[src/rtl/ldsr_pkg.sv]
// Package for the longest distinct symbol run block: widths, defaults, cell control.
package ldsr_pkg;

    localparam int ALPHABET_DEF = 128;  // presence bits and window cells
    localparam int SYM_IN_W     = 7;    // input symbol width
    localparam int LEN_OUT_W    = 7;    // reported length width
    localparam int LEN_SAT_W    = 9;    // compare width for saturation, holds ALPHABET up to 256
    localparam int SYM_CODES    = 2 ** SYM_IN_W;

    // control broadcast to every window cell
    typedef struct packed {
        logic shift;   // drop oldest: every cell takes its newer neighbor's symbol
        logic append;  // the cell at the window end loads the new symbol
    } t_cell_ctl;

endpackage

[src/rtl/ldsr_if.sv]
// Request and result channel interfaces for the longest distinct symbol run block.
interface ldsr_in_if;
    logic                          valid;
    logic                          ready;
    logic [ldsr_pkg::SYM_IN_W-1:0] symbol;
    logic                          final_req;

    modport source (output valid, output symbol, output final_req, input ready);
    modport sink   (input valid, input symbol, input final_req, output ready);
endinterface

interface ldsr_out_if;
    logic                           valid;
    logic                           ready;
    logic [ldsr_pkg::LEN_OUT_W-1:0] window_length;
    logic [ldsr_pkg::LEN_OUT_W-1:0] best_length;
    logic                           done_res;

    modport source (output valid, output window_length, output best_length,
                    output done_res, input ready);
    modport sink   (input valid, input window_length, input best_length,
                    input done_res, output ready);
endinterface

[src/rtl/ldsr_cell.sv]
// One window cell: holds one symbol, shifts toward the old end or loads at the window end.
module ldsr_cell #(
    parameter int SW  = 7,
    parameter int LW  = 8,
    parameter int IDX = 0
) (
    input  logic                i_clk,
    input  ldsr_pkg::t_cell_ctl i_ctl,
    input  logic [LW-1:0]       i_len,
    input  logic [SW-1:0]       i_sym,
    input  logic [SW-1:0]       i_up_sym,
    output logic [SW-1:0]       o_sym
);
    import ldsr_pkg::*;

    logic [SW-1:0] r_sym;

    always_ff @(posedge i_clk) begin
        if (i_ctl.shift) begin
            r_sym <= i_up_sym;
        end else if (i_ctl.append && (i_len == LW'(IDX))) begin
            r_sym <= i_sym;
        end
    end

    assign o_sym = r_sym;

endmodule

[src/rtl/longest_distinct_symbol_run_core.sv]
// Longest run of distinct symbols: streams a string, reports window and best lengths.
//
// Requests arrive on i_req (valid/ready): one symbol per request, final_req set on
// the string's last symbol. Every request yields one result on o_res carrying the
// length of the repeat-free window ending at that symbol, the longest such length
// so far in the string (both saturate at 127), and done_res = final_req.
// The window is a row of cells, oldest symbol in cell 0. A repeated symbol drops
// the oldest symbol one per cycle, all cells shifting toward cell 0, until the
// repeat has left; the new symbol is then loaded at the window end.
// Steps: a request is registered in r_sym and r_fin; the walk state then drops
// symbols as above and appends, and the result is in the output register after that.
// Over a string, each symbol is dropped at most once. A new request is taken once
// the previous one is done.
// A result stalled on o_res.ready holds the output register; the next request is
// still accepted and worked on, finishing when the register frees up.
// Reset (synchronous, active low) clears presence bits, lengths and the channels.
// After a final symbol all string state is back to the reset value.
module longest_distinct_symbol_run_core #(
    parameter int ALPHABET = ldsr_pkg::ALPHABET_DEF
) (
    input  logic           i_clk,
    input  logic           i_rst_n,
    ldsr_in_if.sink        i_req,
    ldsr_out_if.source     o_res
);
    import ldsr_pkg::*;

    localparam int SW = (ALPHABET > 2) ? $clog2(ALPHABET) : 1;
    localparam int LW = $clog2(ALPHABET + 1);

    localparam logic S_IDLE = 1'b0;
    localparam logic S_WALK = 1'b1;

    logic                 r_state;
    logic [SW-1:0]        r_sym;
    logic                 r_fin;
    logic [LW-1:0]        r_len;
    logic [LW-1:0]        r_best;
    logic [ALPHABET-1:0]  r_present;

    logic                 r_out_valid;
    logic [LEN_OUT_W-1:0] r_out_wl;
    logic [LEN_OUT_W-1:0] r_out_bl;
    logic                 r_out_done;

    logic [SW-1:0]        w_mod_tbl [SYM_CODES];
    logic [SW-1:0]        w_cell_sym [ALPHABET];
    logic                 w_accept;
    logic                 w_hit;
    logic                 w_drop;
    logic                 w_out_free;
    logic                 w_append;
    logic [LW-1:0]        n_len;
    logic [LW-1:0]        n_best;
    t_cell_ctl            w_ctl;

    // symbol reduced modulo the alphabet size
    for (genvar g = 0; g < SYM_CODES; g++) begin : g_mod
        assign w_mod_tbl[g] = SW'(g % ALPHABET);
    end

    assign w_accept   = i_req.valid && i_req.ready;
    assign i_req.ready = (r_state == S_IDLE);

    assign w_hit      = r_present[r_sym];
    assign w_drop     = (r_state == S_WALK) && w_hit && (r_len != '0);
    assign w_out_free = !r_out_valid || o_res.ready;
    assign w_append   = (r_state == S_WALK) && !w_drop && w_out_free;

    assign n_len  = r_len + LW'(1);
    assign n_best = (n_len > r_best) ? n_len : r_best;

    assign w_ctl.shift  = w_drop;
    assign w_ctl.append = w_append;

    for (genvar c = 0; c < ALPHABET; c++) begin : g_cell
        logic [SW-1:0] w_up;
        if (c < ALPHABET - 1) begin : g_mid
            assign w_up = w_cell_sym[c + 1];
        end else begin : g_top
            assign w_up = '0;
        end
        ldsr_cell #(
            .SW  (SW),
            .LW  (LW),
            .IDX (c)
        ) u_cell (
            .i_clk    (i_clk),
            .i_ctl    (w_ctl),
            .i_len    (r_len),
            .i_sym    (r_sym),
            .i_up_sym (w_up),
            .o_sym    (w_cell_sym[c])
        );
    end

    always_ff @(posedge i_clk) begin
        if (!i_rst_n) begin
            r_state   <= S_IDLE;
            r_len     <= '0;
            r_best    <= '0;
            r_present <= '0;
        end else begin
            unique case (r_state)
                S_IDLE: begin
                    if (w_accept) begin
                        r_state <= S_WALK;
                    end
                end
                S_WALK: begin
                    if (w_drop) begin
                        r_present[w_cell_sym[0]] <= 1'b0;
                        r_len                    <= r_len - LW'(1);
                    end else if (w_append) begin
                        r_state <= S_IDLE;
                        if (r_fin) begin
                            r_present <= '0;
                            r_len     <= '0;
                            r_best    <= '0;
                        end else begin
                            r_present[r_sym] <= 1'b1;
                            r_len            <= n_len;
                            r_best           <= n_best;
                        end
                    end
                end
                default: r_state <= S_IDLE;
            endcase
        end
    end

    always_ff @(posedge i_clk) begin
        if (w_accept) begin
            r_sym <= w_mod_tbl[i_req.symbol];
            r_fin <= i_req.final_req;
        end
    end

    // output register
    always_ff @(posedge i_clk) begin
        if (!i_rst_n) begin
            r_out_valid <= 1'b0;
        end else if (w_append) begin
            r_out_valid <= 1'b1;
        end else if (o_res.ready) begin
            r_out_valid <= 1'b0;
        end
    end

    always_ff @(posedge i_clk) begin
        if (w_append) begin
            r_out_wl   <= (LEN_SAT_W'(n_len) > LEN_SAT_W'(127)) ? LEN_OUT_W'(127)
                                                                 : LEN_OUT_W'(n_len);
            r_out_bl   <= (LEN_SAT_W'(n_best) > LEN_SAT_W'(127)) ? LEN_OUT_W'(127)
                                                                  : LEN_OUT_W'(n_best);
            r_out_done <= r_fin;
        end
    end

    assign o_res.valid         = r_out_valid;
    assign o_res.window_length = r_out_wl;
    assign o_res.best_length   = r_out_bl;
    assign o_res.done_res      = r_out_done;

`ifndef NO_ASSERTIONS
    // every symbol in the window has exactly one presence bit
    a_present_count: assert property (@(posedge i_clk) disable iff (!i_rst_n)
        $countones(r_present) == 32'(r_len))
        else $error("presence bits disagree with window length");

    // a repeated symbol is always found inside a nonempty window
    a_hit_nonempty: assert property (@(posedge i_clk) disable iff (!i_rst_n)
        (r_state == S_WALK && w_hit) |-> (r_len != '0))
        else $error("repeat seen with empty window");

    // completing a request always leaves a result in the output register
    a_result_loaded: assert property (@(posedge i_clk) disable iff (!i_rst_n)
        w_append |=> r_out_valid)
        else $error("result not loaded");

    // a final symbol leaves the string state cleared
    a_final_clears: assert property (@(posedge i_clk) disable iff (!i_rst_n)
        (w_append && r_fin) |=> (r_len == '0 && r_best == '0 && r_present == '0))
        else $error("state not cleared after final symbol");
`endif

endmodule
[src/flat_wrapper.sv]
// flat-port wrapper written by rule: the top's interface ports become plain ports
module longest_distinct_symbol_run_core_flat import ldsr_pkg::*;
#(
    parameter int ALPHABET = ldsr_pkg::ALPHABET_DEF
)
  (i_clk, i_rst_n, i_req_valid, i_req_symbol, i_req_final_req, i_req_ready, o_res_valid, o_res_window_length, o_res_best_length, o_res_done_res, o_res_ready);
  ldsr_in_if i_req_i ();
  ldsr_out_if o_res_i ();
  input  logic i_clk;
  input  logic i_rst_n;
  input wire logic [$bits(i_req_i.valid)-1:0] i_req_valid;
  input wire logic [$bits(i_req_i.symbol)-1:0] i_req_symbol;
  input wire logic [$bits(i_req_i.final_req)-1:0] i_req_final_req;
  output wire logic [$bits(i_req_i.ready)-1:0] i_req_ready;
  output wire logic [$bits(o_res_i.valid)-1:0] o_res_valid;
  output wire logic [$bits(o_res_i.window_length)-1:0] o_res_window_length;
  output wire logic [$bits(o_res_i.best_length)-1:0] o_res_best_length;
  output wire logic [$bits(o_res_i.done_res)-1:0] o_res_done_res;
  input wire logic [$bits(o_res_i.ready)-1:0] o_res_ready;
  assign i_req_i.valid = i_req_valid;
  assign i_req_i.symbol = i_req_symbol;
  assign i_req_i.final_req = i_req_final_req;
  assign i_req_ready = i_req_i.ready;
  assign o_res_valid = o_res_i.valid;
  assign o_res_window_length = o_res_i.window_length;
  assign o_res_best_length = o_res_i.best_length;
  assign o_res_done_res = o_res_i.done_res;
  assign o_res_i.ready = o_res_ready;
  longest_distinct_symbol_run_core #(.ALPHABET(ALPHABET)) u_core (.i_clk(i_clk), .i_rst_n(i_rst_n), .i_req(i_req_i), .o_res(o_res_i));
endmodule
[config.mk]
export PLATFORM = sky130hd
export DESIGN_NAME = longest_distinct_symbol_run_core_flat
export DESIGN_NICKNAME = d
export VERILOG_FILES = /design/src/rtl/ldsr_pkg.sv /design/src/rtl/ldsr_if.sv /design/src/rtl/ldsr_cell.sv /design/src/rtl/longest_distinct_symbol_run_core.sv /design/src/flat_wrapper.sv
export SDC_FILE = /design/constraint.sdc
export NUM_CORES = 2
export LEC_CHECK = 0
export BUFFER_PORTS_ARGS = -buffer_cell sky130_fd_sc_hd__buf_4
export CORE_MARGIN = 8
export CORE_UTILIZATION = 40
export DETAILED_ROUTE_END_ITERATION = 12
export GPL_ROUTABILITY_DRIVEN = 0
export GPL_TIMING_DRIVEN = 0
export PLACE_DENSITY = 0.53
export SYNTH_ARGS = -nofsm -noshare
export SYNTH_HDL_FRONTEND = slang
export SYNTH_HIERARCHICAL = 1
export SYNTH_SLANG_ARGS = --single-unit
[constraint.sdc]
create_clock -name i_clk -period 9.7 [get_ports i_clk]
set_input_delay 1.94 -clock i_clk [delete_from_list [all_inputs] [get_ports i_clk]]
set_output_delay 1.94 -clock i_clk [all_outputs]
set_load 0.03 [all_outputs]
; ---- Word-level counts from Yosys, hierarchy flattened
; Memories as Yosys holds them, arrays and structs flattened. A register that Yosys moved wholly into a read port is not among the register bits.
; Cells that the tools add are included.
[classes]
n_addsub = 2
n_lt_le_gt_ge = 7
n_eq_ne = 127
n_mux = 274
bitwise = 6
reduce_logical = 271
[ops]
columns = operator, n
row1 = 2-to-1 mux 7 bit, 254
row2 = equality test 8 x 7 -> 1 bit (second input constant), 64
row3 = 2-to-1 mux 128 bit, 3
row4 = nonzero test 2 bit, 129
row5 = equality test 8 x 6 -> 1 bit (second input constant), 32
row6 = logical AND 1 bit, 135
row7 = AND 128 bit, 1
row8 = equality test 8 x 5 -> 1 bit (second input constant), 16
row9 = NOT 128 bit, 1
row10 = OR 128 bit, 1
row11 = equality test 8 x 4 -> 1 bit (second input constant), 8
row12 = 2-to-1 mux 8 bit, 5
row13 = equality test 8 x 3 -> 1 bit (second input constant), 4
row14 = equality test 8 x 2 -> 1 bit (second input constant), 2
row15 = greater-than comparator 8 x 7 -> 1 bit (second input constant), 2
row16 = < comparator 7 x 8 -> 1 bit (second input constant), 2
row17 = demux 1 bit (select 7 bit), 2
row18 = >= comparator 7 x 1 -> 1 bit (second input constant), 2
row19 = adder 8 x 1 -> 8 bit (second input constant), 1
row20 = equality test 8 x 1 -> 1 bit (second input constant), 1
row21 = greater-than comparator 8 bit, 1
row22 = zero test 8 bit, 1
row23 = 2-to-1 mux 1 bit, 8
row24 = NOT 7 -> 8 bit, 1
row25 = other kinds (9), 11
[totals]
regBits = 1058
romBits = 896
input_bits = 12
out_inout_bits = 17
wordCells = 825
memories = 1
[mem_list]
columns = name, words, width, rd, rd_clocked_by_memory_dff, write_ports, line
row1 = (no name shown), 128, 7, 1, 1, 0, longest_distinct_symbol_run_core.sv:134  ; r_sym <= w_mod_tbl[i_req.symbol];

; ---- Depth between registers and ports, before layout
[depth]
depth_word = 10
ltp_mapped = 15
depth_no_buf = 12

; ---- Modules after synthesis
; Netlist, hierarchy kept.
[by_module_without_submodules]
columns = module, instances, cells_per_inst, area_per_inst_um2
row1 = longest_distinct_symbol_run_core, 1, 1064, 9420.3
row2 = ldsr_cell (u_core.g_cell[101].u_cell ...), 17, 18, 327.8
row3 = ldsr_cell (u_core.g_cell[103].u_cell ...), 15, 18, 357.8
row4 = ldsr_cell (u_core.g_cell[12].u_cell ...), 12, 19, 361.6
row5 = ldsr_cell (u_core.g_cell[21].u_cell ...), 10, 19, 331.6
row6 = ldsr_cell (u_core.g_cell[69].u_cell ...), 9, 18, 359.1
row7 = ldsr_cell (u_core.g_cell[111].u_cell ...), 8, 18, 355.3
row8 = ldsr_cell (u_core.g_cell[100].u_cell ...), 7, 18, 325.3
row9 = ldsr_cell (u_core.g_cell[71].u_cell ...), 6, 18, 360.3
row10 = ldsr_cell (u_core.g_cell[19].u_cell ...), 6, 19, 359.1
row11 = ldsr_cell (u_core.g_cell[65].u_cell ...), 6, 18, 356.6
row12 = ldsr_cell (u_core.g_cell[20].u_cell ...), 5, 19, 329.1
row13 = ldsr_cell (u_core.g_cell[11].u_cell ...), 4, 19, 364.1
row14 = ldsr_cell (u_core.g_cell[10].u_cell ...), 4, 19, 362.8
row15 = +7 rows, --, --, --

; ---- Least setup slack after synthesis
; No wires, ideal clock.
[synth_timing]
kind = register to register
start = register u_core.r_sym[2]
end = register u_core.g_cell[32].u_cell.r_sym[0], enable pin
setup_ps = 325
arrival_ps = 6982
t_required_ps = 9375
setup_slack_ps = 2393
stages_incl_launch_ff = 14
n_path_buf = 8
period_less_slack_ps = 7307
cell_sequence = edfxtp_1 -> buf_2 -> buf_2 -> buf_2 -> clkbuf_1 -> nand3b_1 -> o211ai_1 -> nand4_1 -> a211oi_1 -> buf_2 -> buf_4 -> buf_2 -> buf_6 -> a31o_1
[synth_via]
elab_chain_cells = 9
[synth_lines]
columns = element, line
row1 = from (decl), longest_distinct_symbol_run_core.sv:35  ; logic [SW-1:0] r_sym;
row2 = binary-select mux 1 bit (select 7 bit) (*), longest_distinct_symbol_run_core.sv:65  ; assign w_hit = r_present[r_sym];
row3 = 2-to-1 mux 1 bit (implied by the code) (*), longest_distinct_symbol_run_core.sv:65
row4 = logical AND 1 bit (*) (2 in series), longest_distinct_symbol_run_core.sv:66  ; assign w_drop = (r_state == S_WALK) && w_hit && (r_len != '0);
row5 = net u_core.w_drop, longest_distinct_symbol_run_core.sv:50  ; logic w_drop;
row6 = zero test 1 bit, longest_distinct_symbol_run_core.sv:68  ; assign w_append = (r_state == S_WALK) && !w_drop && w_out_free;
row7 = logical AND 1 bit (2 in series), longest_distinct_symbol_run_core.sv:68
row8 = logical AND 1 bit, ldsr_cell.sv:21  ; end else if (i_ctl.append && (i_len == LW'(IDX))) begin
row9 = nonzero test 2 bit (no line) (*), --
row10 = to (signal assigned), ldsr_cell.sv:20  ; r_sym <= i_up_sym;
row11 = to (signal assigned), ldsr_cell.sv:22  ; r_sym <= i_sym;
row12 = to (decl), ldsr_cell.sv:16  ; logic [SW-1:0] r_sym;
; The timed path passes the listed nets; every way through them passes the cells marked *. The select of a mux whose other input is x is not followed.
; A chain may end at the register's enable or synchronous reset.

; ---- Final worst setup path
[layout_timing]
start = register u_core.r_sym[2]
end = register u_core.g_cell[127].u_cell.r_sym[4], enable pin
[layout_via]
elab_chain_cells = 8
[layout_lines]
columns = element, line
row1 = binary-select mux 1 bit (select 7 bit), longest_distinct_symbol_run_core.sv:65
row2 = 2-to-1 mux 1 bit (implied by the code), longest_distinct_symbol_run_core.sv:65
row3 = logical AND 1 bit (2 in series), longest_distinct_symbol_run_core.sv:66
row4 = zero test 1 bit, longest_distinct_symbol_run_core.sv:68
row5 = logical AND 1 bit (2 in series), longest_distinct_symbol_run_core.sv:68
row6 = net u_core.w_append, longest_distinct_symbol_run_core.sv:52  ; logic w_append;
row7 = logical AND 1 bit, ldsr_cell.sv:21
row8 = to (signal assigned), ldsr_cell.sv:20
row9 = to (signal assigned), ldsr_cell.sv:22
row10 = to (decl), ldsr_cell.sv:16
; The timed path passes the listed nets, and every way through them passes these cells. The select of a mux whose other input is x is not followed.

==> flow_summary.yaml <==
synthesis:
  seq_area_frac_synth_pct: 56.4
  ys_warn_count: 6
  synth_edf_count: 919
  ys.flop_type: "edfxtp_1"
  netlist_area_um2: 54100
  synthTopCellsByArea: "edfxtp_1, mux2_4, mux2_2"
  synth_top_area_share_pct: 51.0
  synthTopCellsByCount: "edfxtp_1, mux2_4, mux2_2, a21oi_1, dfxtp_1"
  yosysUniqueCellTypes: 67
  synthArstFlopShare_pct: 0
  post_synth.cell_area_avg_um2: 15.8
  yosysMostFrequentCell: "edfxtp_1"
  synthCells: 3428
  synth_seq_cells: 1065
  yosys.area.top_type: "edfxtp_1"
layout:
  fin_cells: 5529
  syn_to_final_growth_pct: 15.1
  fin_util_pct: 46.2
  drive_above_1_share_pct: 38.5
  fin_nets: 3679
clocking:
  cts_root_buffer: "clkbuf_16"
  htree_levels: 3
  clk_pin_slew_worst_paths_ns: 0.06
  post_cts.repair.setup_buffers: 0
  post_cts_resized: 0
  clock_sinks: 1065
  clk_path_buf_depth: 3
  clk-insertion-delay-late_ns: 0.73
  cts_hold_buf: 0
  cts_made_buffers: 117
  cts_tree: "done"
global_route:
  grt_max_degree: 147
  antenna_found_initial: 1
  grt_overflow_total: 0
  grt_pass1_wl_um: 203000
  grt_pass1_vias: 32400
  grt_usage_pct: 17.3
hold_path:
  hold_path_depth: 0
  holdPathEnd: "u_core/o_res.done_res$_DFFE_PP_"
  hold_class: "reg -> reg"
  min-delay-start: "u_core/r_fin$_DFFE_PP_"
setup_path:
  cp-end-kind: "flop"
  cp-start-kind: "flop"
  cp_max_fo: 146
  cp.required_ns: 10.15
  regToRegStartpoint: "u_core/r_sym[2]$_DFFE_PP_"
  timing.reg2reg.setup_slack_ns: 3.43
  crit_type: "reg -> reg"
  critPathArrivalTime_ns: 6.72
  rr_worst_depth: 14
  worstReg2RegEnd: "u_core/g_cell[127].u_cell/o_sym[4]$_DFFE_PP_"
power_and_ir_drop:
  clockPowerShare_pct: 39.8
  p_int_mw: 8.18
  power_frac_comb_pct: 11.5
  vdd_drop_max_mv: 0.139
  pwr-share-seq_pct: 48.7
  p_sw_mw: 2.56
  p_leak_nw: 21.9
  power_switching_share_pct: 23.8
  power.density_nw_per_um2: 173
floorplanning:
  placementRows: 135
  die_area_um2: 147000
  die_h_um: 384
  initial_utilization_pct: 40.1
  die_w_um: 384
  pin_count: 29
  core_um2: 135000
detailed_routing:
  first_pass_iters: 5
  routed_wl_um: 130000
  via_per_inst: 5.64
  drc: 0
  ant_nets: 0
  vias: 31200
  wl_per_cell_um: 23.5
  drt_iter0_markers: 2239
timing:
  slew_viol_final: 0
  relSlewSlack_pct: 4.59
  hold_viol: 0
  final.min_clock_period_ns: 6.27
  tightest_slew_ns: 1.43
  fmax_ghz: 0.159
  rsz0062_at_grt: "false"
  setup_viol: 0
  tns_ns: 0
  fin_skew_ns: 0.0587
  fin_crit_sh_pct: 64.6
flow_run:
  cap_violations: 0
run_status:
  status: "finished clean"
place:
  dp_hpwl_um: 80900
  io_buffers: 28
  dp.cells: 5318
[critical path: stages (launching register included)]
cell	delay, ns
edfxtp_1	0.89
buf_16	0.24
buf_2	0.26
buf_2	0.39
buf_2	0.41
clkbuf_1	0.35
nand3b_1	0.12
o211ai_1	0.10
nand4_1	0.11
a211oi_1	0.56
or2_1	0.21
buf_6	0.15
clkinv_4	0.93
and4b_1	0.69
a41o_1	0.35
[logic make-up after synthesis]
| kind of cell | count (synthesis) | share of synthesized area (%) |
|---|---|---|
| AO/OA/AOI/OAI | 579 | 7.50 |
| XOR/XNOR | 6 | 0.0972 |
| AND/OR/NAND/NOR | 538 | 7.44 |
| other | 1 | 0.00694 |
| buffers and inverters | 294 | 3.96 |
| adder cells (fa/ha/maj) | 11 | 0.255 |
| multiplexers | 934 | 24.3 |
| flip-flops | 1065 | 56.4 |
[flip-flops by register name (all words and copies together) (netlist names)]
register,count
u_core/o_res.valid,1
u_core/r_len,8
u_core/r_fin,1
u_core/o_res.best_length,7
u_core/o_res.window_length,7
u_core/r_sym,7
u_core/g_cell.u_cell/o_sym,896
u_core/o_res.done_res,1
u_core/r_present,128
u_core/r_best,8
u_core/r_state,1
[power groups by stage]
stage	Combinational, mW	Clock, mW	Sequential, mW
4_1_cts	1.25	4.40	5.22
6_report	1.24	4.27	5.22
5_1_grt	1.32	4.57	5.23
3_3_place_gp	1.19	0	5.48
2_1_floorplan	0.832	0	5.36
3_5_place_dp	1.24	0	5.32
[stage by stage]
| stage | setup slack [ns] | power (mW) | hold slack (ns) | cell area [um^2] |
|---|---|---|---|---|
| after floorplan | 2.39 | 6.19 | 0.448 | 54100 |
| after global placement | -4.04 | 6.67 | 0.489 | 56500 |
| after detailed placement | 3.48 | 6.56 | 0.490 | 58600 |
| after CTS | 3.45 | 10.9 | 0.499 | 62200 |
| after global routing | 3.18 | 11.1 | 0.520 | 62200 |
| final | 3.43 | 10.7 | 0.500 | 62200 |
[cells in the final DEF (no fill, tap or decap), types with 9 or more instances in the layout]
cell type  count
or3_1        131
clkbuf_1      96
a21oi_1      269
nand2b_1       9
clkinv_2      32
nor2b_1       15
inv_1         61
nor4bb_1      45
and4bb_1      31
buf_6        133
buf_2         18
and3_1        10
edfxtp_1     919
mux2_4       595
nor3b_1       53
nor4_2         9
buf_16        71
nor2_1        39
nor4b_2       34
ha_1          11
nand2_1       36
clkbuf_16    119
and3b_1       33
clkinv_1      26
a41o_1       111
dfxtp_1      138
nand3_1       16
o211ai_1     130
mux4_2        35
nor3_1        36
buf_4         32
mux2_2       301
[layer usage]
layer	vias to the layer above	global-route usage, %	share of wire, %
li1	14200	-	-
met1	16000	24.1	46
met2	775	27.7	46
met3	232	3.12	4.9
met4	0	5.05	2.7
met5	-	0	0
[worst max-delay path by stage]
stage	start	end	slack (ns)	depth (start not counted)
3_3_place_gp	u_core/r_sym[3]$_DFFE_PP_	u_core/g_cell[127].u_cell/o_sym[1]$_DFFE_PP_	-4.04	10
2_1_floorplan	u_core/r_sym[2]$_DFFE_PP_	u_core/g_cell[32].u_cell/o_sym[0]$_DFFE_PP_	2.39	13
4_1_cts	u_core/r_sym[2]$_DFFE_PP_	u_core/g_cell[5].u_cell/o_sym[3]$_DFFE_PP_	3.45	16
3_5_place_dp	u_core/r_sym[2]$_DFFE_PP_	u_core/g_cell[127].u_cell/o_sym[1]$_DFFE_PP_	3.48	16
6_report	u_core/r_sym[2]$_DFFE_PP_	u_core/g_cell[127].u_cell/o_sym[4]$_DFFE_PP_	3.43	14
5_1_grt	u_core/r_sym[2]$_DFFE_PP_	u_core/g_cell[16].u_cell/o_sym[0]$_DFFE_PP_	3.18	16
[final cells by class]
cell class	count	area [um^2]
fillers	11700	72500
well taps	1781	2230
multi-input cells	2075	21500
flip-flops and latches	1065	30500
clock buffers	140	3070
plain buffers	231	1910
inverters	63	241
diodes	1	2.50
clock inverters	70	568
repair buffers	103	2220
(Power assumes the default switching activity.)
